$ cat config.mk
export PLATFORM = sky130hd
export DESIGN_NAME = panel_controller_registers_top
export DESIGN_NICKNAME = d
export VERILOG_FILES = /design/src/pcr_pkg.sv /design/src/pcr_dim_timer.sv /design/src/pcr_core.sv /design/src/panel_controller_registers_top.sv
export SDC_FILE = /design/constraint.sdc
export NUM_CORES = 1
export LEC_CHECK = 0
export ABC_CLOCK_PERIOD_IN_PS = 2890
export BUFFER_PORTS_ARGS = -buffer_cell sky130_fd_sc_hd__buf_2
export CORE_MARGIN = 10
export CORE_UTILIZATION = 43
export DETAILED_ROUTE_END_ITERATION = 8
export PLACE_DENSITY = 0.77
export SYNTH_ARGS = -nofsm -noshare
export SYNTH_HDL_FRONTEND = slang
export SYNTH_SLANG_ARGS = --single-unit
export TNS_END_PERCENT = 1
$ cat constraint.sdc
create_clock -name clk -period 2.89 [get_ports clk]
set_input_delay 0.578 -clock clk [delete_from_list [all_inputs] [get_ports clk]]
set_output_delay 0.578 -clock clk [all_outputs]
set_load 0.02 [all_outputs]
$ cat src/pcr_pkg.sv
// Shared types and constants for the panel controller register block.
// No dependencies; used by pcr_dim_timer, pcr_core and the top level.
package pcr_pkg;

    // Transaction kinds on the item channel
    localparam logic [2:0] FUNC_BUS_READ  = 3'd0;
    localparam logic [2:0] FUNC_BUS_WRITE = 3'd1;
    localparam logic [2:0] FUNC_KBD_READ  = 3'd2;
    localparam logic [2:0] FUNC_TICK      = 3'd3;
    localparam logic [2:0] FUNC_VS_START  = 3'd4;
    localparam logic [2:0] FUNC_VS_END    = 3'd5;

    // Port offsets in the window
    localparam logic [2:0] OFFSET_INDEX = 3'd0;
    localparam logic [2:0] OFFSET_DATA  = 3'd1;

    // Control register indexes
    localparam logic [7:0] CREG_FRAME = 8'd0;
    localparam logic [7:0] CREG_PANEL = 8'd1;
    localparam logic [7:0] CREG_DIM   = 8'd2;

    // Read-back constants
    localparam logic [7:0] RD_EMPTY      = 8'hFF;
    localparam logic [7:0] RD_EXT_NIBBLE = 8'h0F;
    localparam logic [7:0] RD_VSYNC      = 8'h50;
    localparam logic [7:0] RD_LEAD       = 8'h10;
    localparam logic [7:0] RD_ACTIVE     = 8'hB0;
    localparam logic [7:0] RD_HIGH_MASK  = 8'hF0;

    // Register 1 bit positions
    localparam int PANEL_EXT_BIT    = 6;
    localparam int PANEL_DIM_N_BIT  = 7;
    localparam int DIM_PROG_BIT     = 7;

    // Configuration register
    localparam logic [15:0] TPM_RESET = 16'd60;
    localparam int          PADDR_W   = 3;
    localparam int          PDATA_W   = 32;
    localparam logic        CFG_TPM   = 1'b0;

    typedef struct packed {
        logic [2:0] func;
        logic [2:0] port_offset;
        logic [7:0] write_data;
        logic [3:0] panel_level;
    } item_t;

    typedef struct packed {
        logic [7:0] read_data;
        logic       panel_disabled;
        logic       panel_asleep;
        logic       external_display;
    } result_t;

    // Control from the register core to the auto-dim timer
    typedef struct packed {
        logic       step;
        logic       restart;
        logic       clear_trip;
        logic       tick;
        logic       running;
        logic [6:0] dim_minutes;
    } dim_ctrl_t;

endpackage

$ cat src/pcr_dim_timer.sv
// Auto-dim timer: sub-minute and minute counters plus the trip flag.
// Depends on pcr_pkg (dim_ctrl_t).
module pcr_dim_timer
(
    input  logic              clk,
    input  logic              rst_n,
    input  pcr_pkg::dim_ctrl_t ctrl,
    input  logic [15:0]       ticks_per_minute,
    output logic              tripped,
    output logic              tripped_next
);

    logic [15:0] sub_reg;
    logic [15:0] sub_next;
    logic [6:0]  min_reg;
    logic [6:0]  min_next;
    logic        trip_reg;
    logic        trip_next;
    logic [15:0] limit;
    logic [15:0] sub_inc;
    logic [6:0]  min_inc;

    // zero ticks per minute behaves as one
    assign limit   = (ticks_per_minute == 16'd0) ? 16'd1 : ticks_per_minute;
    assign sub_inc = sub_reg + 16'd1;
    assign min_inc = min_reg + 7'd1;

    always_comb
    begin
        sub_next  = sub_reg;
        min_next  = min_reg;
        trip_next = trip_reg;
        if (ctrl.step)
        begin
            if (ctrl.restart)
            begin
                sub_next = '0;
                min_next = '0;
            end
            if (ctrl.clear_trip)
            begin
                trip_next = 1'b0;
            end
            if (ctrl.tick && ctrl.running)
            begin
                if (sub_inc >= limit)
                begin
                    sub_next = '0;
                    if (min_inc >= ctrl.dim_minutes)
                    begin
                        min_next  = '0;
                        trip_next = 1'b1;
                    end
                    else
                    begin
                        min_next = min_inc;
                    end
                end
                else
                begin
                    sub_next = sub_inc;
                end
            end
        end
    end

    always_ff @(posedge clk or negedge rst_n)
    begin
        if (!rst_n)
        begin
            sub_reg  <= '0;
            min_reg  <= '0;
            trip_reg <= 1'b0;
        end
        else
        begin
            sub_reg  <= sub_next;
            min_reg  <= min_next;
            trip_reg <= trip_next;
        end
    end

    assign tripped      = trip_reg;
    assign tripped_next = trip_next;

endmodule

$ cat src/pcr_core.sv
// Register core: index/data port decode, control registers, vsync phase
// tracking and panel status. Depends on pcr_pkg and pcr_dim_timer.
module pcr_core
(
    input  logic               clk,
    input  logic               rst_n,
    input  logic               step,
    input  pcr_pkg::item_t     item,
    input  logic [15:0]        ticks_per_minute,
    output pcr_pkg::result_t   result
);

    logic [7:0] index_reg;
    logic [7:0] index_next;
    logic [7:0] creg0_reg;
    logic [7:0] creg0_next;
    logic [7:0] creg1_reg;
    logic [7:0] creg1_next;
    logic [7:0] creg2_reg;
    logic [7:0] creg2_next;
    logic [6:0] dim_min_reg;
    logic [6:0] dim_min_next;
    logic       vsync_reg;
    logic       vsync_next;
    logic       lead_reg;
    logic       lead_next;
    logic [3:0] level_reg;
    logic [3:0] level_next;

    logic                tripped;
    logic                tripped_next;
    pcr_pkg::dim_ctrl_t  dim_ctrl;
    logic                phase_shown;
    logic                disabled_now;
    logic                disabled_next;
    logic [7:0]          rd;
    logic [7:0]          panel_rd;
    logic                lead_clear;

    assign phase_shown  = creg0_reg[0];
    assign disabled_now = creg1_reg[pcr_pkg::PANEL_EXT_BIT]
                        | (tripped & ~creg1_reg[pcr_pkg::PANEL_DIM_N_BIT]);

    // register 1 read-back, with the phase bits when creg0 bit 0 is set
    always_comb
    begin
        panel_rd   = (creg1_reg[pcr_pkg::PANEL_EXT_BIT] ? pcr_pkg::RD_EXT_NIBBLE : 8'h00)
                   | {4'h0, level_reg};
        lead_clear = 1'b0;
        if (phase_shown)
        begin
            if (vsync_reg)
            begin
                panel_rd = panel_rd | pcr_pkg::RD_VSYNC;
            end
            else if (lead_reg)
            begin
                panel_rd   = panel_rd | pcr_pkg::RD_LEAD;
                lead_clear = 1'b1;
            end
            else
            begin
                panel_rd = panel_rd | pcr_pkg::RD_ACTIVE;
            end
        end
        else
        begin
            panel_rd = panel_rd | (creg1_reg & pcr_pkg::RD_HIGH_MASK);
        end
    end

    always_comb
    begin
        index_next   = index_reg;
        creg0_next   = creg0_reg;
        creg1_next   = creg1_reg;
        creg2_next   = creg2_reg;
        dim_min_next = dim_min_reg;
        vsync_next   = vsync_reg;
        lead_next    = lead_reg;
        level_next   = level_reg;
        rd           = pcr_pkg::RD_EMPTY;
        dim_ctrl.step        = step;
        dim_ctrl.restart     = 1'b0;
        dim_ctrl.clear_trip  = 1'b0;
        dim_ctrl.tick        = 1'b0;
        dim_ctrl.running     = ~creg1_reg[pcr_pkg::PANEL_DIM_N_BIT] & (dim_min_reg != 7'd0);
        dim_ctrl.dim_minutes = dim_min_reg;

        case (item.func)
            pcr_pkg::FUNC_BUS_READ:
            begin
                if (item.port_offset == pcr_pkg::OFFSET_DATA)
                begin
                    case (index_reg)
                        pcr_pkg::CREG_FRAME: rd = creg0_reg;
                        pcr_pkg::CREG_PANEL:
                        begin
                            rd = panel_rd;
                            if (lead_clear)
                            begin
                                lead_next = 1'b0;
                            end
                        end
                        pcr_pkg::CREG_DIM:   rd = creg2_reg;
                        default:             rd = pcr_pkg::RD_EMPTY;
                    endcase
                end
            end
            pcr_pkg::FUNC_BUS_WRITE:
            begin
                if (item.port_offset == pcr_pkg::OFFSET_INDEX)
                begin
                    index_next = item.write_data;
                end
                else if (item.port_offset == pcr_pkg::OFFSET_DATA)
                begin
                    case (index_reg)
                        pcr_pkg::CREG_FRAME: creg0_next = item.write_data;
                        pcr_pkg::CREG_PANEL:
                        begin
                            creg1_next       = item.write_data;
                            dim_ctrl.restart = 1'b1;
                        end
                        pcr_pkg::CREG_DIM:
                        begin
                            creg2_next       = item.write_data;
                            dim_min_next     = item.write_data[pcr_pkg::DIM_PROG_BIT]
                                             ? item.write_data[6:0] : 7'd0;
                            dim_ctrl.restart = 1'b1;
                        end
                        default:
                        begin
                        end
                    endcase
                end
            end
            pcr_pkg::FUNC_KBD_READ:
            begin
                dim_ctrl.restart    = 1'b1;
                dim_ctrl.clear_trip = 1'b1;
            end
            pcr_pkg::FUNC_TICK:
            begin
                dim_ctrl.tick = 1'b1;
            end
            pcr_pkg::FUNC_VS_START:
            begin
                vsync_next = 1'b1;
                lead_next  = 1'b0;
                level_next = disabled_now ? 4'h0 : item.panel_level;
            end
            pcr_pkg::FUNC_VS_END:
            begin
                vsync_next = 1'b0;
                lead_next  = 1'b1;
            end
            default:
            begin
            end
        endcase
    end

    pcr_dim_timer u_dim_timer
    (
        .clk              (clk),
        .rst_n            (rst_n),
        .ctrl             (dim_ctrl),
        .ticks_per_minute (ticks_per_minute),
        .tripped          (tripped),
        .tripped_next     (tripped_next)
    );

    always_ff @(posedge clk or negedge rst_n)
    begin
        if (!rst_n)
        begin
            index_reg   <= '0;
            creg0_reg   <= '0;
            creg1_reg   <= '0;
            creg2_reg   <= '0;
            dim_min_reg <= '0;
            vsync_reg   <= 1'b0;
            lead_reg    <= 1'b0;
            level_reg   <= '0;
        end
        else if (step)
        begin
            index_reg   <= index_next;
            creg0_reg   <= creg0_next;
            creg1_reg   <= creg1_next;
            creg2_reg   <= creg2_next;
            dim_min_reg <= dim_min_next;
            vsync_reg   <= vsync_next;
            lead_reg    <= lead_next;
            level_reg   <= level_next;
        end
    end

    // status reflects the state after this transaction
    assign disabled_next = creg1_next[pcr_pkg::PANEL_EXT_BIT]
                         | (tripped_next & ~creg1_next[pcr_pkg::PANEL_DIM_N_BIT]);

    assign result.read_data        = rd;
    assign result.panel_disabled   = disabled_next;
    assign result.panel_asleep     = disabled_next & ~creg1_next[pcr_pkg::PANEL_EXT_BIT];
    assign result.external_display = creg1_next[pcr_pkg::PANEL_EXT_BIT];

endmodule

$ cat src/panel_controller_registers_top.sv
// Top level of the panel controller register block: input register, result
// register and APB configuration port. Depends on pcr_pkg and pcr_core.
//
//  Channel   Handshake             Payload
//  --------  --------------------  ------------------------------------------
//  item in   in_valid / in_ready   func, port_offset, write_data, panel_level
//  result    out_valid / out_ready read_data, panel_disabled, panel_asleep,
//                                  external_display
//  config    APB (psel/penable)    paddr, pwdata, prdata; pready tied high
//
// One transaction per cycle sustained while out_ready stays high. Each is
// captured in the input register at the accepting edge, then decoded and
// committed to the block state once the result register is free or being
// emptied; that edge also loads the output register and raises out_valid.
// The input register takes one more transaction while a result waits; with
// both stages full in_ready drops until out_ready. Reset (rst_n, asynchronous)
// clears all but the item and result payloads; ticks_per_minute returns to 60.
module panel_controller_registers_top
(
    input  logic                         clk,
    input  logic                         rst_n,
    // item channel
    input  logic                         in_valid,
    output logic                         in_ready,
    input  logic [2:0]                   func,
    input  logic [2:0]                   port_offset,
    input  logic [7:0]                   write_data,
    input  logic [3:0]                   panel_level,
    // result channel
    output logic                         out_valid,
    input  logic                         out_ready,
    output logic [7:0]                   read_data,
    output logic                         panel_disabled,
    output logic                         panel_asleep,
    output logic                         external_display,
    // configuration port
    input  logic                         psel,
    input  logic                         penable,
    input  logic                         pwrite,
    input  logic [pcr_pkg::PADDR_W-1:0]  paddr,
    input  logic [pcr_pkg::PDATA_W-1:0]  pwdata,
    output logic [pcr_pkg::PDATA_W-1:0]  prdata,
    output logic                         pready
);

    // configuration register
    logic [15:0] tpm_reg;
    logic        cfg_write;
    logic        cfg_hit;

    // input stage
    logic             s1_valid_reg;
    pcr_pkg::item_t   s1_item_reg;
    logic             advance;

    // result stage
    logic              out_valid_reg;
    logic              out_valid_next;
    pcr_pkg::result_t  out_result_reg;
    pcr_pkg::result_t  core_result;

    assign pready    = 1'b1;
    // register index is the word address
    assign cfg_hit   = (paddr[2] == pcr_pkg::CFG_TPM);
    assign cfg_write = psel & penable & pwrite & pready;
    assign prdata    = cfg_hit ? {16'h0000, tpm_reg} : '0;

    always_ff @(posedge clk or negedge rst_n)
    begin
        if (!rst_n)
        begin
            tpm_reg <= pcr_pkg::TPM_RESET;
        end
        else if (cfg_write && cfg_hit)
        begin
            tpm_reg <= pwdata[15:0];
        end
    end

    // stage 1 moves on when the result register is free or being emptied
    assign advance  = s1_valid_reg & (~out_valid_reg | out_ready);
    assign in_ready = ~s1_valid_reg | advance;

    always_ff @(posedge clk or negedge rst_n)
    begin
        if (!rst_n)
        begin
            s1_valid_reg <= 1'b0;
        end
        else if (in_ready)
        begin
            s1_valid_reg <= in_valid;
        end
    end

    always_ff @(posedge clk)
    begin
        if (in_valid && in_ready)
        begin
            s1_item_reg.func        <= func;
            s1_item_reg.port_offset <= port_offset;
            s1_item_reg.write_data  <= write_data;
            s1_item_reg.panel_level <= panel_level;
        end
    end

    pcr_core u_core
    (
        .clk              (clk),
        .rst_n            (rst_n),
        .step             (advance),
        .item             (s1_item_reg),
        .ticks_per_minute (tpm_reg),
        .result           (core_result)
    );

    always_comb
    begin
        out_valid_next = out_valid_reg;
        if (advance)
        begin
            out_valid_next = 1'b1;
        end
        else if (out_ready)
        begin
            out_valid_next = 1'b0;
        end
    end

    always_ff @(posedge clk or negedge rst_n)
    begin
        if (!rst_n)
        begin
            out_valid_reg <= 1'b0;
        end
        else
        begin
            out_valid_reg <= out_valid_next;
        end
    end

    always_ff @(posedge clk)
    begin
        if (advance)
        begin
            out_result_reg <= core_result;
        end
    end

    assign out_valid        = out_valid_reg;
    assign read_data        = out_result_reg.read_data;
    assign panel_disabled   = out_result_reg.panel_disabled;
    assign panel_asleep     = out_result_reg.panel_asleep;
    assign external_display = out_result_reg.external_display;

endmodule
# Word level (Yosys, flattened, before mapping)
# Index checks and enable logic that the tools add are counted.
[classes]
addsub = 2
order_cmp = 2
eq_ne = 11
n_mux = 41
n_bitwise = 20
reduce_logical = 22
[ops]
columns = ["operator", "n"]
rows = [
  ["16-bit two-way mux", 5],
  ["8-bit two-way mux", 7],
  ["7-bit two-way mux", 5],
  ["8-bit case mux with 3 select lines", 1],
  ["5-bit AND reduction", 4],
  ["1-bit two-way mux", 18],
  ["16-bit by 1-bit adder with 16-bit output (second input constant)", 1],
  ["16-bit greater-or-equal comparator", 1],
  ["16-bit logical NOT", 1],
  ["8-bit by 1-bit == test with 1-bit output (second input constant)", 1],
  ["8-bit by 2-bit == test with 1-bit output (second input constant)", 1],
  ["8-bit logical NOT", 1],
  ["4-bit two-way mux", 2],
  ["8-bit by 4-bit bitwise OR with 8-bit output", 1],
  ["8-bit bitwise OR", 1],
  ["2-bit AND reduction", 4],
  ["7-bit by 1-bit adder with 7-bit output (second input constant)", 1],
  ["1-bit bitwise AND", 7],
  ["7-bit greater-or-equal comparator", 1],
  ["1-bit inverter", 7],
  ["7-bit nonzero test", 1],
  ["3-bit by 1-bit == test with 1-bit output (second input constant)", 2],
  ["3-bit by 2-bit == test with 1-bit output (second input constant)", 2],
  ["3-bit == test (second input constant)", 2],
  ["other kinds (10)", 21],
]
[word_totals]
ff_bits = 116
in_bits = 60
out_inout_bits = 46
wordCells = 121

# Longest topological paths before layout
# Gate-level depths: netlist of run 1.
[depth]
depth_word = 10
depth_mapped = 14
mapped_depth_nobuf = 12

# Modules after synthesis
# From an unflattened synthesis of run 1, not the netlist that was laid out.
[hier_totals]
cells_unflattened = 526
area_unflattened_um2 = 6013.3
[modules_own_cells]
columns = ["module", "instances", "cells_each", "area_each_um2", "seq_area_each_um2"]
rows = [
  ["pcr_core", 1, 187, 2098.3, 1026.0],
  ["pcr_dim_timer", 1, 232, 2050.7, 600.6],
  ["panel_controller_registers_top", 1, 107, 1864.3, 1326.3],
]

# Worst setup path before layout of run 1
# No wires, ideal clock.
[synth_path]
path_type = "register -> register"
startpoint = "register u_core.u_dim_timer.sub_reg[6]"
endpoint = "register out_result_reg, in the netlist panel_asleep (data pin)"
setup_time_ps = 146
arrival_time_ps = 2952
t_required_ps = 2744
path_slack_ps = -208
path_stages_with_launch = 15
path_buffers = 2
synth_period_minus_slack_ps = 3098
path_cell_list = "dfrtp_1 clkbuf_1 and4_1 nand3_1 nor3_1 nand4_1 xnor2_1 ha_1 and4_1 nand4_1 a311o_1 nand4_1 buf_1 nand3b_4 a21oi_1"
[synth_rtl]
columns = ["element", "line_no", "rtl"]
rows = [
  ["start: declaration", "pcr_dim_timer.sv:13", "logic [15:0] sub_reg;"],
  ["start signal: assignment", "pcr_dim_timer.sv:77", "sub_reg <= sub_next;"],
  ["end signal: assignment", "panel_controller_registers_top.sv:146", "out_result_reg <= core_result;"],
  ["end: declaration", "panel_controller_registers_top.sv:59", "pcr_pkg::result_t out_result_reg;"],
]

# Worst setup path in the final report of run 1
[layout_path]
startpoint = "register u_core.u_dim_timer.sub_reg[4]"
endpoint = "register u_core.u_dim_timer.min_reg[2]"
[layout_between]
elab_chain_len = 4
[layout_rtl]
columns = ["element", "line_no", "rtl"]
rows = [
  ["16-bit by 1-bit adder with 16-bit output", "pcr_dim_timer.sv:25", "assign sub_inc = sub_reg + 16'd1;"],
  ["16-bit greater-or-equal comparator", "pcr_dim_timer.sv:46", "if (sub_inc >= limit)"],
  ["7-bit two-way mux", "pcr_dim_timer.sv:46", ""],
  ["7-bit two-way mux", "pcr_dim_timer.sv:44", "if (ctrl.tick && ctrl.running)"],
  ["end signal: assignment", "pcr_dim_timer.sv:78", "min_reg <= min_next;"],
  ["end: declaration", "pcr_dim_timer.sv:15", "logic [6:0] min_reg;"],
]
# No other way between the ends.
# A chain may end at the register's enable or synchronous reset.

==> flow_metrics.env, run 1 <==
export IMPL_min_path_type="in -> async"
export IMPL_grt_pass1_vias=4475
export IMPL_cp_max_fo=7
export IMPL_cts_sinks=112
export IMPL_cp_data_required_time_ns=3.13
export IMPL_drtIter0Drc=298
export IMPL_fill_cells=1120
export IMPL_clock_skew_ns=0.0101
export IMPL_drv_slew=0
export IMPL_period_share_pct=105
export IMPL_nNetsFinal=724
export IMPL_cts_tree="done"
export IMPL_cp_start_kind="flip-flop"
export IMPL_postSynthCellCount=525
export IMPL_slew_headroom_pct=44.8
export IMPL_wl_per_cell_um=16.5
export IMPL_start_util_pct=43.9
export IMPL_cts_htree_levels=3
export IMPL_gp_congestion=0.885
export IMPL_setup_worst_path_end_class="flip-flop"
export IMPL_ios=106
export IMPL_violations="negative setup slack"
export IMPL_power_frac_comb_pct=16.0
export IMPL_drcViolationCount=0
export IMPL_p_seq_share_pct=52.1
export IMPL_overflow=0
export IMPL_drt_total_wl_um=13500
export IMPL_postRouteAntennaNets=0
export IMPL_firstDrtPassIters=4
export IMPL_synth_area_per_cell_um2=11.0
export IMPL_via_per_inst=5.35
export IMPL_crit_type="reg -> reg"
export IMPL_synth_seq_area_share_pct=51.0
export IMPL_power_switching_mw=1.02
export IMPL_finalPower_mw=3.61
export IMPL_max_cap_violations=0
export IMPL_finalSetupViolCount=24
export IMPL_peakVddDrop_uv=394
export IMPL_place_detailed_hpwl_um=10200
export IMPL_fin_crit_ns=3.03
export IMPL_path_cells="and3_4, nand3_4, nor3_4, nand2_1, xnor2_1, ha_1, and4_4, nand4_1, a311o_1, nand4_1, buf_6, buf_6, o21ai_1, a32o_1"
export IMPL_cts_reportedPaths_clkPinSlew_ns=0.07
export IMPL_yosys_cell_types_count=62
export IMPL_area_growth_pct=20.7
export IMPL_multi_input_area_mm2=0.00267
export IMPL_largest_reg_flops=18
export IMPL_power_density_mw_per_mm2=517
export IMPL_arrival_ns=3.26
export IMPL_fin_ws_ns=-0.136
export IMPL_core_rowCount=42
export IMPL_clock_path_buffers=2
export IMPL_cp_slowest_cell="dfrtp_1"
export IMPL_ys_flop_type="dfrtp_1"
export IMPL_async_reset_ff_share_pct=74.1
export IMPL_clk_latency_ns=0.35
export IMPL_pre_cts_ws_ns=-0.187
export IMPL_max_freq_mhz=330
export IMPL_status="finished with violations"
export IMPL_synth_edff_count=29
export IMPL_port_buffers=70
export IMPL_antenna_cells=0
export IMPL_numCtsBuffers=9
export IMPL_intPower_mw=2.59
export IMPL_die_w_um=136
export IMPL_hold_viol=0
export IMPL_rsz0062_at_grt="yes"
export IMPL_swShare_pct=28.4
export IMPL_core_area_mm2=0.0132
export IMPL_power_leakage_nw=3.20
export IMPL_dieArea_mm2=0.0185
export IMPL_syn_area_mm2=0.00579
export IMPL_drive_gt1_share_pct=32.8
export IMPL_grt_max_degree=50
export IMPL_chipHeight_um=136
export IMPL_worstMarginPinSlew_ns=0.823
export IMPL_synth_seq_cells=112
export IMPL_grt_total_usage_pct=14.7
export IMPL_yosys_warnings=0
export IMPL_layout_area_seq_mm2=0.00295
export IMPL_grt_first_pass_wirelength_um=22200
export IMPL_dr_total_vias=4382
export IMPL_cts_hold_buf=0
export IMPL_clockRootBuffer="clkbuf_16"
export IMPL_antenna_found_initial=0
export IMPL_clkPwrFrac_pct=31.9
export IMPL_max_stage_delay_ns=0.37
==> layout by cell type (no fill, tap or decap), drive strengths merged, types with 8 or more instances in the layout <==
| cell type | synthesis | final |
|---|---|---|
| ha | 25 | 25 |
| inv | 30 | 31 |
| nand2 | 42 | 42 |
| nand3 | 14 | 14 |
| edfxtp | 29 | 29 |
| conb | 2 | 17 |
| dfrtp | 79 | 79 |
| nor3 | 9 | 9 |
| nor2 | 37 | 37 |
| a21oi | 17 | 17 |
| buf | 22 | 123 |
| nand2b | 9 | 9 |
| xnor2 | 13 | 13 |
| a22o | 8 | 8 |
| nand4 | 11 | 11 |
| nor4 | 9 | 9 |
| mux2 | 42 | 42 |
| o21ai | 29 | 29 |
| clkbuf | 13 | 9 |
==> area by class of cell <==
cell class | instances | area share (%)
clock buffers | 9 | 3.22
clock inverters | 6 | 0.645
inverters | 30 | 1.61
multi-input cells | 363 | 38.2
flip-flops and latches | 112 | 42.3
well taps | 176 | 3.15
repair buffers | 123 | 10.9
==> synth_stat cells, types with 6 or more instances <==
master / count / area share [%]
a21oi_1: 17 / 1.5
a22o_1: 8 / 1.2
buf_4: 17 / 2.2
clkbuf_1: 12 / 0.78
dfrtp_1: 79 / 34
edfxtp_1: 29 / 15
ha_1: 25 / 5.4
inv_1: 30 / 1.9
mux2_2: 42 / 8.2
mux2i_1: 6 / 1.0
nand2_1: 41 / 2.7
nand2b_1: 9 / 0.97
nand3_1: 13 / 1.1
nand4_1: 10 / 1.1
nor2_1: 35 / 2.3
nor3_1: 9 / 0.78
nor4_1: 7 / 0.76
o21ai_0: 28 / 2.4
xnor2_1: 13 / 2.0
xor2_1: 6 / 0.91
==> per-layer routing <==
layer | vias to the layer above | part of all wire, % | track usage (%)
met1 | 2177 | 42 | 17.1
met3 | 18 | 5.8 | 3.58
li1 | 2080 | - | -
met4 | 0 | 1.8 | 4.44
met5 | - | 0 | 0
met2 | 107 | 51 | 26.0
==> path summary, 6_finish.rpt <==
path | from | endpoint | slack [ns] | cells after the start
min in group clk | write_data[7] | s1_item_reg[11]$_DFFE_PP_ | 0.40 | 1
worst min register to register | u_core.lead_reg$_DFFE_PN0P_ | u_core.lead_reg$_DFFE_PN0P_ | 0.50 | 1
worst max register to register | u_core.u_dim_timer.sub_reg[4]$_DFFE_PN0P_ | u_core.u_dim_timer.min_reg[2]$_DFFE_PN0P_ | -0.14 | 14
max in group asynchronous | rst_n | tpm_reg[5]$_DFFE_PN1P_ | 1.91 | 2
worst max-delay path | u_core.u_dim_timer.sub_reg[4]$_DFFE_PN0P_ | u_core.u_dim_timer.min_reg[2]$_DFFE_PN0P_ | -0.14 | 14
worst min-delay path | rst_n | u_core.u_dim_timer.sub_reg[7]$_DFFE_PN0P_ | 0.25 | 1
==> power groups by stage <==
| stage | Combinational, mW | Sequential, mW | Clock (mW) |
|---|---|---|---|
| finish | 0.578 | 1.88 | 1.15 |
| global route | 0.643 | 1.90 | 1.23 |
| CTS | 0.580 | 1.88 | 1.17 |
| detailed placement | 0.573 | 1.91 | 0 |
| global placement | 0.554 | 1.90 | 0 |
| floorplan | 0.413 | 1.87 | 0 |
==> metrics by stage <==
stage,cells,hold slack [ns],setup TNS (ns),util [%],instance area (µm²)
after floorplan,540,0.282,-0.00248,-,5940
after global placement,791,0.487,-1.27,49.8,6580
after detailed placement,791,0.487,-2.17,49.8,6580
after CTS,819,0.277,-1.21,52.8,6970
after global routing,819,0.307,-5.60,53.0,6990
final,819,0.254,-1.80,53.0,6990
==> critical path, delay by kind of cell, from the launching register on <==
kind | cells | cell delay [ns]
flip-flops | 1 | 0.37
XOR/XNOR | 1 | 0.16
AND/OR/NAND/NOR | 7 | 1.16
AO/OA/AOI/OAI | 3 | 0.63
adder cells (fa/ha/maj) | 1 | 0.31
buffers and inverters | 2 | 0.28
==> repair_timing <==
action,4_1_cts,5_1_grt
endpoints found under the setup margin,25,26
pin swaps,8,0
setup buffers,13,0
gates resized for setup,5,3
==> kinds of logic after synthesis <==
kind of cell	after synthesis	share of synthesized area [%]
other	2	0.130
muxes	48	9.21
DFF	112	51.0
AOI/OAI and AO/OA	93	10.6
xor gates and xnor gates	19	2.88
adders and majority gates	25	5.41
buffers and inverters	65	5.64
and+or+nand+nor	161	15.1
No activity file was read; power rests on OpenSTA's default activity.
==> inputs of run 2 (changes only) <==
--- a/config.mk
+++ b/config.mk
@@ -10,8 +10,9 @@
 export CORE_MARGIN = 10
 export CORE_UTILIZATION = 43
 export DETAILED_ROUTE_END_ITERATION = 8
-export PLACE_DENSITY = 0.77
+export PLACE_DENSITY = 0.76
 export SYNTH_ARGS = -nofsm -noshare
 export SYNTH_HDL_FRONTEND = slang
+export SYNTH_HIERARCHICAL = 1
 export SYNTH_SLANG_ARGS = --single-unit
 export TNS_END_PERCENT = 1
==> run 2 against run 1 <==
  * The flow still finishes with violations (negative setup slack)
  * Worst hold slack worse by 0.031 ns
  * Global-route usage is 0.59 points lower
  * Combinational power increased by 67%
  * Maximum frequency shrank 7.5%
  * Count of clock-buffer cells in the layout grew 2
  * Clock skew is 0.0045 ns lower
  * Cell area grew 3.8%
  * Non-clock buffer count up 1
  * Register-to-register slack lost 0.24 ns
  * Area after synthesis up 3.9%
  * Die area grew 3.3%
  * Highest routed layer unchanged
==> flow_metrics.env, run 2 <==
export IMPL_status="finished with violations"
export IMPL_violations="negative setup slack"
export IMPL_core_rowCount=43
export IMPL_cts_reportedPaths_clkPinSlew_ns=0.07
export IMPL_drive_gt1_share_pct=33.6
export IMPL_place_detailed_hpwl_um=10300
export IMPL_postSynthCellCount=526
export IMPL_arrival_ns=3.49
export IMPL_drcViolationCount=0
export IMPL_yosys_warnings=6
export IMPL_final_common_cell="dfrtp_1"
export IMPL_pre_cts_ws_ns=-0.489
export IMPL_worstMarginPinSlew_ns=0.793
export IMPL_swShare_pct=29.1
export IMPL_gp_congestion=0.895
export IMPL_syn_area_mm2=0.00601
export IMPL_synthTopCellsByArea="dfrtp_1 (33%), edfxtp_1 (14%), mux2_2 (6.0%)"
export IMPL_cp_slowest_cell="or3_4"
export IMPL_yosysTopAreaCellShare_pct=32.9
export IMPL_layout_cells_non_filler=826
export IMPL_fin_ws_ns=-0.380
export IMPL_cp_top_family="simple AND/OR/NAND/NOR gates"
export IMPL_overflow=0
export IMPL_largest_reg_flops=18
export IMPL_grt_first_pass_wirelength_um=22700
export IMPL_grt_total_usage_pct=14.1
export IMPL_synth_fa_ha_area_share_pct=5.20
export IMPL_critPathBufInv=0
export IMPL_numCtsBuffers=9
export IMPL_chipHeight_um=138
export IMPL_placed_cell_area_mm2=0.00685
export IMPL_power_leakage_nw=3.52
export IMPL_grt_pass1_vias=4573
export IMPL_ys_flop_type="dfrtp_1"
export IMPL_rsz0062_at_grt="yes"
export IMPL_clk_latency_ns=0.35
export IMPL_dr_total_vias=4405
export IMPL_power_switching_mw=1.24
export IMPL_cts_tree="done"
export IMPL_cp_common_cell="or3_4"
export IMPL_cts_hold_buf=0
export IMPL_antenna_found_initial=0
export IMPL_fill_cells=1175
export IMPL_nNetsFinal=726
export IMPL_dpl_cell_count=810
export IMPL_yosysTopAreaCell="dfrtp_1"
export IMPL_ios=106
export IMPL_firstDrtPassIters=5
export IMPL_cp_start_kind="flip-flop"
export IMPL_period_share_pct=113
export IMPL_drv_slew=0
export IMPL_setup_worst_path_end_class="flip-flop"
export IMPL_core_area_mm2=0.0138
export IMPL_rrSetupSlack_ns=-0.38
export IMPL_hold_slack_ns=0.223
export IMPL_cts_sinks=112
export IMPL_synth_seq_area_share_pct=49.1
export IMPL_area_growth_pct=20.5
export IMPL_synth_edff_count=29
export IMPL_tns_ns=-3.53
export IMPL_cp_data_required_time_ns=3.11
export IMPL_synth_xor_area_share_pct=2.77
export IMPL_final_cell_mix="dfrtp_1 (79), buf_2 (69), buf_4 (53)"
export IMPL_finalPower_mw=4.27
export IMPL_drtIter0Drc=364
export IMPL_die_w_um=138
export IMPL_cp_max_fo=4
export IMPL_crit_type="reg -> reg"
export IMPL_start_util_pct=43.7
export IMPL_clock_skew_ns=0.00567
export IMPL_p_seq_share_pct=45.6
export IMPL_hold_viol=0
export IMPL_async_reset_ff_share_pct=74.1
export IMPL_synthMuxAreaShare_pct=10.6
export IMPL_via_per_inst=5.33
export IMPL_final_core_util_pct=52.6
export IMPL_power_density_mw_per_mm2=589
export IMPL_power_frac_comb_pct=22.7
export IMPL_max_freq_mhz=306
export IMPL_fin_crit_ns=3.27
export IMPL_path_cells="nand3_1, or2_4, nor2_4, nand2_1, xnor2_2, ha_1, nand4_4, or3_4, a2111oi_4, or3_4, nand2_2, o21ai_2, or3b_4, nand3b_1"
export IMPL_cts_htree_levels=3
export IMPL_clockRootBuffer="clkbuf_16"
export IMPL_synth_most_common_cell="dfrtp_1"
export IMPL_port_buffers=70
export IMPL_antenna_cells=0
export IMPL_synth_compound_gate_area_share_pct=10.9
export IMPL_peakVddDrop_uv=410
export IMPL_synth_top_family_by_area="simple AND/OR/NAND/NOR gates"
export IMPL_stdcell_area_mm2=0.00725
export IMPL_yosys_area_share_simple_pct=14.6
export IMPL_drt_total_wl_um=13800
export IMPL_synth_seq_cells=112
export IMPL_slew_headroom_pct=47.2
export IMPL_max_cap_violations=0
export IMPL_intPower_mw=3.02
export IMPL_max_stage_delay_ns=0.39
export IMPL_wl_per_cell_um=16.7
export IMPL_postRouteAntennaNets=0
export IMPL_finalSetupViolCount=26
export IMPL_synth_area_per_cell_um2=11.4
export IMPL_grt_max_degree=84
export IMPL_netlist_top_cells_count="dfrtp_1 (79), inv_1 (41), mux2_2 (32), edfxtp_1 (29), nand2_1 (29)"
export IMPL_min_path_type="in -> async"
export IMPL_clock_path_buffers=2
export IMPL_clkPwrFrac_pct=31.7
export IMPL_dieArea_mm2=0.0191
export IMPL_yosys_cell_types_count=62
export IMPL_cts_setup_buffers=0
==> run 2: cell types whose count changed in the layout (fill, tap and decap cells not counted), sizes merged, moves of 9 or more <==
cell,change
a31oi,+9
inv,+13
nand2,-13
nor2,-20
nor2b,+9
o21ai,-11
==> run 2: worst paths after layout <==
kind                            cells after the start                                         to                                       from
max in group asynchronous                           2  u_core/u_dim_timer/sub_reg[9]$_DFFE_PN0P_                                      rst_n
min in group clk                                    1                  s1_item_reg[12]$_DFFE_PP_                             port_offset[0]
worst max register to register                     14                   panel_disabled$_DFFE_PP_  u_core/u_dim_timer/sub_reg[6]$_DFFE_PN0P_
worst max-delay path                               14                   panel_disabled$_DFFE_PP_  u_core/u_dim_timer/sub_reg[6]$_DFFE_PN0P_
worst min-delay path                                2  u_core/u_dim_timer/sub_reg[2]$_DFFE_PN0P_                                      rst_n
worst min register to register                      2            u_core/level_reg[3]$_DFFE_PN0P_                   s1_item_reg[3]$_DFFE_PP_
==> run 2: power groups by stage <==
stage | combinational (mW) | clock, mW | sequential (mW)
detailed placement | 0.950 | 0 | 1.97
CTS | 0.966 | 1.38 | 1.94
global route | 1.05 | 1.44 | 1.97
floorplan | 0.625 | 0 | 1.95
finish | 0.967 | 1.35 | 1.95
global placement | 0.916 | 0 | 1.96
==> run 2: cells by family (layout without fill, tap and decap cells) <==
family / after synthesis / after routing
AND/OR/NAND/NOR: 146 / 146
flip-flops: 112 / 112
AO/OA/AOI/OAI: 93 / 93
buffers and inverters: 76 / 181
multiplexers: 53 / 53
adder cells (fa/ha/maj): 25 / 25
XOR/XNOR: 19 / 19
other: 2 / 17
==> run 2: cell type report <==
cell class	count	area, µm²	share of cell area [%]
flip-flops and latches	112	2950	40.7
multi-input cells	353	2810	38.8
repair buffers	124	774	10.7
clock buffers	11	264	3.64
well taps	180	225	3.11
inverters	41	154	2.12
clock inverters	5	67.6	0.932
==> run 2: timing repair <==
| action | in CTS | in global routing |
|---|---|---|
| endpoints found under the hold margin | 0 | 0 |
| pin swaps | 8 | 0 |
| setup endpoints to repair | 26 | 26 |
| gates resized for setup | 13 | 2 |
==> run 2: layer usage <==
layer  global-route usage (%)  vias up  part of all wire (%)
met4                     5.44        0                   1.3
met2                     23.5      136                    50
met5                        0        -                     0
met1                     17.4     2165                    43
met3                     2.88       13                   5.7
li1                         -     2091                     -
==> inputs of run 3 (changes only) <==
--- a/config.mk
+++ b/config.mk
@@ -11,6 +11,7 @@
 export CORE_UTILIZATION = 43
 export DETAILED_ROUTE_END_ITERATION = 8
 export PLACE_DENSITY = 0.76
+export RECOVER_POWER = 100
 export SYNTH_ARGS = -nofsm -noshare
 export SYNTH_HDL_FRONTEND = slang
 export SYNTH_HIERARCHICAL = 1
==> run 3 against run 2 <==
  * The run ends with max-capacitance violations, max-slew violations, negative setup slack left
  * Utilization down 0.88 points
  * Maximum frequency down 0.28%
  * Die area unchanged
  * Non-clock buffer count unchanged
  * First-iteration DRC count down 5.8%
  * Sequential share of layout area up 0.69 points
  * Wire length up 0.25%
  * Global-route usage unchanged
  * Count of clock-buffer cells in the layout unchanged
  * Via count down 0.52%
  * Combinational power down 4.3%
  * Critical path depth unchanged
==> flow_metrics.env, run 3 (same netlist as run 2, synthesis figures left out) <==
export IMPL_core_area_mm2=0.0138
export IMPL_fin_crit_ns=3.28
export IMPL_die_w_um=138
export IMPL_rsz0062_at_grt="yes"
export IMPL_drtIter0Drc=343
export IMPL_clock_path_buffers=2
export IMPL_dr_total_vias=4382
export IMPL_fill_cells=1200
export IMPL_gp_congestion=0.895
export IMPL_grt_max_degree=84
export IMPL_hold_slack_ns=0.398
export IMPL_period_share_pct=113
export IMPL_dieArea_mm2=0.0191
export IMPL_placed_cell_area_mm2=0.00685
export IMPL_cp_common_cell="or3_4"
export IMPL_cp_max_fo=4
export IMPL_cts_hold_buf=0
export IMPL_area_growth_pct=18.5
export IMPL_pre_cts_ws_ns=-0.489
export IMPL_postRouteAntennaNets=0
export IMPL_final_cell_mix="dfrtp_1 (79), buf_4 (51), inv_1 (41)"
export IMPL_antenna_cells=0
export IMPL_port_buffers=70
export IMPL_cts_sinks=112
export IMPL_cp_data_required_time_ns=3.11
export IMPL_final_core_util_pct=51.7
export IMPL_cts_setup_buffers=0
export IMPL_fin_ws_ns=-0.389
export IMPL_power_leakage_nw=3.36
export IMPL_status="finished with violations"
export IMPL_min_path_type="in -> reg"
export IMPL_grt_total_usage_pct=14.1
export IMPL_path_cells="nand3_1, or2_4, nor2_4, nand2_1, xnor2_2, ha_1, nand4_4, or3_4, a2111oi_4, or3_4, nand2_2, o21ai_2, or3b_4, nand3b_1"
export IMPL_slew_headroom_pct=-38.1
export IMPL_place_detailed_hpwl_um=10300
export IMPL_peakVddDrop_uv=397
export IMPL_layout_area_seq_mm2=0.00295
export IMPL_finalSetupViolCount=26
export IMPL_chipHeight_um=138
export IMPL_cp_start_kind="flip-flop"
export IMPL_max_freq_mhz=305
export IMPL_clockRootBuffer="clkbuf_16"
export IMPL_core_rowCount=43
export IMPL_drt_total_wl_um=13900
export IMPL_power_density_mw_per_mm2=593
export IMPL_hold_viol=0
export IMPL_grt_first_pass_wirelength_um=22700
export IMPL_cts_htree_levels=3
export IMPL_start_util_pct=43.7
export IMPL_antenna_found_initial=0
export IMPL_firstDrtPassIters=5
export IMPL_drive_gt1_share_pct=26.8
export IMPL_drcViolationCount=0
export IMPL_wl_per_cell_um=16.8
export IMPL_layout_cells_non_filler=826
export IMPL_arrival_ns=3.50
export IMPL_max_cap_violations=1
export IMPL_worstMarginPinSlew_ns=2.07
export IMPL_stdcell_area_mm2=0.00713
export IMPL_numCtsBuffers=9
export IMPL_final_common_cell="dfrtp_1"
export IMPL_violations="max-capacitance violations, max-slew violations, negative setup slack"
export IMPL_setup_worst_path_end_class="flip-flop"
export IMPL_via_per_inst=5.31
export IMPL_finalPower_mw=4.23
export IMPL_clock_skew_ns=0.00732
export IMPL_grt_pass1_vias=4573
export IMPL_cts_tree="done"
export IMPL_overflow=0
export IMPL_clk_latency_ns=0.35
export IMPL_drv_slew=84
export IMPL_ios=106
export IMPL_multi_input_area_mm2=0.00275
export IMPL_crit_type="reg -> reg"
export IMPL_dpl_cell_count=810
export IMPL_cts_reportedPaths_clkPinSlew_ns=0.07
export IMPL_nNetsFinal=726
export IMPL_cp_slowest_cell="or3_4"
export IMPL_tns_ns=-3.49
export IMPL_largest_reg_flops=18
export IMPL_max_stage_delay_ns=0.39
run 3: changes by cell type in the layout (fill, tap and decap cells not counted), moves of 2 or more:
| cell | before | now |
|---|---|---|
| and2_0 | 0 | 2 |
| and2_1 | 3 | 1 |
| buf_2 | 69 | 39 |
| buf_4 | 53 | 51 |
| clkbuf_1 | 0 | 31 |
| mux2_1 | 0 | 11 |
| mux2_4 | 13 | 3 |
run 3: area by class of cell:
type / instances / share of cell area, %
Multi-Input combinational cell: 353 / 38.5
Sequential cell: 112 / 41.4
Tap cell: 180 / 3.16
Timing Repair Buffer: 124 / 10.1
Clock inverter: 5 / 0.948
Inverter: 41 / 2.16
Clock buffer: 11 / 3.70
run 3: what timing repair did:
action | 4_1_cts | 5_1_grt
gates resized for setup | 13 | 2
pin swaps | 8 | 0
endpoints found under the setup margin | 26 | 26
run 3: worst paths after layout:
path	startpoint	endpoint	slack [ns]	depth (start not counted)
max	u_core/u_dim_timer/sub_reg[6]$_DFFE_PN0P_	panel_disabled$_DFFE_PP_	-0.39	14
min in group asynchronous	rst_n	u_core/u_dim_timer/sub_reg[2]$_DFFE_PN0P_	0.90	2
max reg2reg	u_core/u_dim_timer/sub_reg[6]$_DFFE_PN0P_	panel_disabled$_DFFE_PP_	-0.39	14
max in group asynchronous	rst_n	u_core/u_dim_timer/sub_reg[9]$_DFFE_PN0P_	0.74	2
min reg2reg	s1_valid_reg$_DFFE_PN0P_	out_valid$_DFFE_PN0P_	0.50	1
min	port_offset[0]	s1_item_reg[12]$_DFFE_PP_	0.40	1
run 3: critical path, delay by kind of cell (launching register included):
family | cells | cell delay, ns
flops | 1 | 0.36
fa+ha+maj | 1 | 0.35
xor+xnor | 1 | 0.16
compound gates | 2 | 0.38
simple gates | 10 | 1.90
run 3: report_power, final:
| part | internal, mW | total (mW) | switching (mW) |
|---|---|---|---|
| Clock | 0.763 | 1.35 | 0.591 |
| Combinational | 0.425 | 0.925 | 0.500 |
| Sequential | 1.80 | 1.95 | 0.151 |
| Total | 2.99 | 4.23 | 1.24 |
run 3: per-layer routing:
metal	global-route usage, %	part of all wire, %	up-vias
li1	-	-	2086
met1	17.4	43	2142
met2	23.5	50	136
met3	2.88	5.7	18
met4	5.44	1.8	0
met5	0	0	-
